### config.mk
export PLATFORM = sky130hd
export DESIGN_NAME = tbe_round_cell
export DESIGN_NICKNAME = d
export VERILOG_FILES = /design/src/design/tbe_pkg.sv /design/src/design/tbe_round_cell.sv
export SDC_FILE = /design/constraint.sdc
export NUM_CORES = 1
export LEC_CHECK = 0
export ABC_AREA = 1
export BUFFER_PORTS_ARGS = -buffer_cell sky130_fd_sc_hd__buf_2
export CORE_ASPECT_RATIO = 1.25
export CORE_MARGIN = 3
export CORE_UTILIZATION = 45
export CTS_BUF_LIST = sky130_fd_sc_hd__clkbuf_8
export DETAILED_ROUTE_END_ITERATION = 8
export PLACE_DENSITY = 0.83
export SLEW_MARGIN = 20
export SYNTH_ARGS = -nofsm -noshare
export SYNTH_HDL_FRONTEND = slang
export SYNTH_SLANG_ARGS = --single-unit
export TNS_END_PERCENT = 100
### constraint.sdc
create_clock -name clk -period 5.3 [get_ports clk]
set_input_delay 0.53 -clock clk [delete_from_list [all_inputs] [get_ports clk]]
set_output_delay 0.53 -clock clk [all_outputs]
set_load 0.05 [all_outputs]
### src/design/tbe_pkg.sv
// Shared types, constants and the round mixing function of the TEA block encrypt unit.
`timescale 1ns / 1ps
`default_nettype none

package tbe_pkg;

  localparam int unsigned WordW = 32;
  localparam int unsigned NumKeys = 4;
  localparam int unsigned CfgAddrW = 8;
  localparam logic [WordW-1:0] KeyStep = 32'hbadd1917;

  localparam logic [CfgAddrW-1:0] RegKey0 = 8'd0;
  localparam logic [CfgAddrW-1:0] RegKey1 = 8'd1;
  localparam logic [CfgAddrW-1:0] RegKey2 = 8'd2;
  localparam logic [CfgAddrW-1:0] RegKey3 = 8'd3;

  typedef logic [WordW-1:0] word_t;

  typedef struct packed {
    word_t second;
    word_t first;
  } blk_t;

  typedef struct packed {
    word_t k3;
    word_t k2;
    word_t k1;
    word_t k0;
  } key_t;

  function automatic word_t mix_word(word_t w, word_t sum, word_t ka, word_t kb);
    word_t a;
    word_t b;
    word_t c;
    a = (w << 4) + ka;
    b = w + sum;
    c = (w >> 5) + kb;
    return a ^ b ^ c;
  endfunction

endpackage

`default_nettype wire

### src/design/tbe_round_cell.sv
// One half-round cell of the encryption chain, with its own valid bit and stall logic.
`timescale 1ns / 1ps
`default_nettype none

module tbe_round_cell #(
  parameter logic [31:0] SumVal = 32'h0,
  parameter bit SecondHalf = 1'b0
) (
  input  wire logic         clk,
  input  wire logic         rst_n,
  input  wire tbe_pkg::key_t key,
  input  wire logic         up_valid,
  input  wire tbe_pkg::blk_t up_blk,
  output logic              up_ready,
  output logic              dn_valid,
  output tbe_pkg::blk_t     dn_blk,
  input  wire logic         dn_ready
);
  import tbe_pkg::*;

  logic  valid_r;
  blk_t  blk_r;
  blk_t  blk_nxt;
  word_t mix;

  always_comb begin
    if (SecondHalf) begin
      mix = mix_word(up_blk.first, SumVal, key.k2, key.k3);
      blk_nxt.first = up_blk.first;
      blk_nxt.second = up_blk.second + mix;
    end else begin
      mix = mix_word(up_blk.second, SumVal, key.k0, key.k1);
      blk_nxt.first = up_blk.first + mix;
      blk_nxt.second = up_blk.second;
    end
  end

  assign up_ready = !valid_r || dn_ready;

  always_ff @(posedge clk) begin
    if (!rst_n) begin
      valid_r <= 1'b0;
    end else if (up_ready) begin
      valid_r <= up_valid;
    end
  end

  always_ff @(posedge clk) begin
    if (up_ready && up_valid) begin
      blk_r <= blk_nxt;
    end
  end

  assign dn_valid = valid_r;
  assign dn_blk = blk_r;

endmodule

`default_nettype wire

-- Word level (Yosys, flattened, before mapping)
Cells that the tools add are included.
- input port bits: 196
- output and inout port bits: 66
- word-level logic and storage cells: 11
- bits in registers: 65
- bitwise logic cells: 2
- add/subtract/negate cells: 3
- reductions and logical operators: 3
- operators with widths (cell ; count):
    $add A32 B32 Y32 ; 2
    $xor A32 B32 Y32 ; 2
    $add A27 B32 Y32 ; 1
    $logic_and A1 B1 Y1 ; 1
    $logic_not A1 Y1 ; 1
    $logic_or A1 B1 Y1 ; 1

-- Depth between registers and ports, before layout
- depth after elaboration: 4
- gate-level depth with buffers: 26
- depth with buffers taken out: 26

-- Least setup slack after synthesis
OpenSTA, ideal clock, no wires.
- path kind: register -> register
- start: register valid_r (netlist: dn_valid)
- end: register blk_r (netlist bit dn_blk[0]) (enable)
- setup time: 507 ps
- arrival: 3691 ps
- slack: 1103 ps
- cell stages (with the launch flop): 2
- data required time: 4793 ps
- path buffers: 0
- clock period less this slack: 4197 ps
- cell sequence: dfxtp_1 > a21oi_1
- cells in the longest elaborated chain, start to end: 3
- RTL lines (what ; line ; RTL):
    start, declared ; tbe_round_cell.sv:21 ; logic valid_r;
    start signal, assigned ; tbe_round_cell.sv:44 ; valid_r <= up_valid;
    $logic_not A1 Y1 ; tbe_round_cell.sv:38 ; assign up_ready = !valid_r || dn_ready;
    $logic_or A1 B1 Y1 ; tbe_round_cell.sv:38 ;
    $logic_and A1 B1 Y1 ; tbe_round_cell.sv:49 ; if (up_ready && up_valid) begin
    end signal, assigned ; tbe_round_cell.sv:50 ; blk_r <= blk_nxt;
    end, declared ; tbe_round_cell.sv:22 ; blk_t blk_r;
Every way passes these cells.
A chain may end at the register's enable or synchronous reset.

==> summary by stage <==
Route
The total length of routed met2 wires is approximately 13,000 um. The first detailed-routing pass took 5 iterations. In this run, the number of DRC markers left after iteration 0 of detailed routing was approximately 470. The routed length on met1 is ~10,000 um. In the final routed layout, each cell accounts on average for 16.1 um. The post-route DRC violation count is 0.

Dividing the detail-routed via count by the number of cells gives approximately 5.3. The aggregate routed wire length is approximately 26,000 um. Summed over all nets, wire length on met3 after detailed routing comes to about 1300 um. The highest metal layer carrying signal wires in the routed design is met4. The routed layout has roughly 8,500 vias.

The number of nets still failing antenna checks after routing is 0.

Outcome
The flow ran to the end, and the final reports show no timing, DRC or antenna violations.

Yosys
The count of yosys warnings during synthesis is 0. For this run, asynchronously set or reset flops after synthesis account for 0. The synthesized design spends more area on one cell type than any other, namely edfxtp_1. The portion of the post-synthesis area used by sequential elements is 0.240. Of the post-synthesis cell area, the dominant cell type holds 0.238. A synthesized cell averages ~7 um^2. After synthesis the cells add up to about 0.0081 mm^2. The most used flip-flop cell after synthesis is edfxtp_1. Counting flops with a built-in enable in the synthesized netlist gives 64. The number of unique standard cell types used by synthesis is 46. The gate count after technology mapping is 1,165. Sorting the synthesized cells by area gives the leading types as edfxtp_1 (24%), nand2_1 (15%), ha_1 (13%). Synthesis inferred 65 register bits. The net count of the mapped netlist is about 1,500.

Cells and area
The total number of nets in the final design is 1,661. Fill cells in the final layout number about 1,800. The relative area change from synthesis to final layout is 18.9%. In the final layout, the share of cells above drive strength 1 is 0.180. Leaving out fill and tap cells, the most frequent cell in the layout is nand2_1. The library cells used most frequently in the layout, excluding fill and tap cells, are nand2_1 (333), buf_2 (197), inv_1 (154). The end-of-flow core utilization is 0.547.

Setup path
The nature of the critical path startpoint is a primary input. STA puts the critical path data required time at approximately 5.4 ns. The category of the most critical setup path is primary input to flip-flop.

The top fanout value on the critical path is 5. The critical path arrival is between 4 and 5 ns. STA classifies the critical path endpoint as a flip-flop.

STA
The max-slew headroom at the worst pin is 0.615. The number of slew-limit violations in the final report is 0. The worst path in the final design needs a cycle of 3.99 ns, including I/O delays and setup. In the finished design, the share of the clock period the worst path needs comes to 0.753. The total negative slack for setup checks is 0 ns. The number of setup violations in the final report is 0. For the final database, setup skew stands at ~0.017 ns. At the pin with the least slew margin, the transition time is about 0.57 ns. The count of final hold-check violations is 0.

Timing would allow up to between 200 and 300 MHz. Setup repair after global routing left no endpoint under its margin.

Power and ir drop
The worst vdd rail ir drop is around 0.15 mV. Of the total power, the share spent switching nets is 0.513. The net switching component of the power is approximately 1.8 mW. Of the total power, combinational logic draws 0.639.

Dividing total power by cell area gives a power density of between 300 and 400 mW/mm^2. The sequential power share is 0.227. For this design the static power due to leakage is just under 5 nW.

The part of the total power dissipated in the clock network is 0.135. The internal power of the cells totals approximately 1.7 mW.

Clocking
TritonCTS built the clock tree. Clock tree synthesis found a total of 65 sinks. The maximum clock insertion buffer count is 2. The register clock-pin slew on the reported worst setup and hold paths is ~0.090 ns. The root buffer selected by CTS is clkbuf_8. The clock tree synthesis step divided the H-tree into 3 levels. Buffers inserted to repair hold after CTS numbered 0. The count of instances resized after the clock tree is built is 0. The insertion delay to the later sink of the worst-skew pair is 0.37 ns. The number of buffers added for setup after CTS is 0. The number of buffers created by CTS is 9.

Run
The number of max-cap violations is 0.

GRT
The initial antenna violation count is 4. The via count of the first global-routing pass is 8,283. For this run, the total global-route usage over all layers was measured as 0.258. The first-pass GRT wire length is ~40,000 um.

Entering global routing, the biggest net connects 35 pins. Global routing finished with a remaining overflow of 0.

Die
The number of rows created at floorplan is 54. In this run the standard cell core region covers approximately 0.018 mm^2. The number of top-level design ports is roughly 260. The starting utilization of the core area is 0.460. The overall die height is around 160 um.

The floorplan step defined a die boundary enclosing a little under 0.02 mm^2. From left edge to right edge, the die measures 126 um.

Min path
The worst hold-check path type is primary input to flip-flop.

Placement
The number of port buffers is just under 200. The placed wire-length estimate is about 22,000 um. The routability-driven placement congestion ratio is around 0.96.
logic make-up after synthesis:
logic type	Yosys count	share of synthesized area
xor gates and xnor gates	111	0.121
buffers and inverters	154	0.0715
and+or+nand+nor	565	0.295
AOI/OAI and AO/OA	180	0.130
DFF	65	0.240
adders and majority gates	90	0.142
worst paths after layout:
| check | slack (ns) | start | depth (start not counted) | endpoint |
|---|---|---|---|---|
| worst max-delay path | 1.31 | up_blk[37] | 20 | dn_blk[31]$_DFFE_PP_ |
| worst min-delay path | 0.38 | up_blk[36] | 1 | dn_blk[36]$_DFFE_PP_ |
| worst max register to register | 3.65 | dn_valid$_SDFFE_PN0N_ | 2 | dn_blk[59]$_DFFE_PP_ |
| worst min register to register | 0.55 | dn_valid$_SDFFE_PN0N_ | 2 | dn_valid$_SDFFE_PN0N_ |
cell type report:
class	count	area, um^2	share of cell area
flip-flops and latches	65	1940	0.202
multi-input cells	946	5570	0.580
inverters	154	578	0.0601
well taps	224	280	0.0292
repair buffers	199	1020	0.106
diodes	4	10.0	0.00104
clock inverters	6	67.6	0.00703
clock buffers	10	138	0.0143
synth_stat cells (2+ instances only):
master and instances:
a21boi_0 3, a21o_1 9, a21oi_1 89, a21oi_2 5, a31oi_1 3, and2_1 2
and3_1 2, edfxtp_1 64, fa_1 3, ha_1 87, inv_1 153, nand2_1 333
nand2_2 7, nand3_1 67, nand3_2 2, nand3b_1 8, nand4_1 13, nor2_1 102
nor2_2 2, nor3_1 15, nor3b_1 2, o21a_1 5, o21ai_0 37, o21ai_1 3
o21ai_2 5, o21bai_1 12, or2_1 3, or2_2 3, xnor2_1 42, xor2_1 68
stage by stage:
| step | total power [mW] | setup slack (ns) | hold WS (ns) | cell area, um^2 | std cells |
|---|---|---|---|---|---|
| after global routing | 3.68 | 1.12 | 0.360 | 9610 | 1608 |
| final | 3.42 | 1.31 | 0.376 | 9610 | 1608 |
| after CTS | 3.42 | 1.41 | 0.360 | 9570 | 1603 |
| after global placement | 2.93 | 1.07 | 0.530 | 9370 | 1587 |
| after detailed placement | 2.95 | 1.02 | 0.548 | 9370 | 1587 |
| after floorplan | 2.43 | 1.10 | 0.629 | 8080 | 1165 |
per-layer routing:
metal	global-route usage	up-vias
li1	-	4274
met1	0.284	3843
met2	0.494	284
met3	0.0363	64
met4	0.108	0
met5	0	-
sequential cells by signal (all words and copies together) (netlist names):
name      cells
dn_blk       64
dn_valid      1
power by group through the flow:
| stage | logic [mW] | registers (mW) | clock network [mW] |
|---|---|---|---|
| 6_report | 2.18 | 0.776 | 0.460 |
| 4_1_cts | 2.17 | 0.779 | 0.472 |
| 2_1_floorplan | 1.21 | 1.22 | 0 |
| 5_1_grt | 2.40 | 0.787 | 0.487 |
| 3_5_place_dp | 2.16 | 0.790 | 0 |
| 3_3_place_gp | 2.14 | 0.787 | 0 |
worst max-delay path: stages:
cell      delay (ns)
buf_2           0.14
ha_1            0.19
inv_1           0.06
fa_1            0.42
o21ai_2         0.28
a21boi_2        0.14
o21bai_1        0.32
xor2_1          0.22
xor2_1          0.12
ha_1            0.38
nand2_1         0.15
a21oi_1         0.15
nor2_1          0.08
o21ai_0         0.28
a21o_1          0.19
nand3_1         0.15
nand3_1         0.15
inv_1           0.05
nand2_1         0.06
nand2_1         0.04
Note: power is estimated with default switching activity, not from simulation.
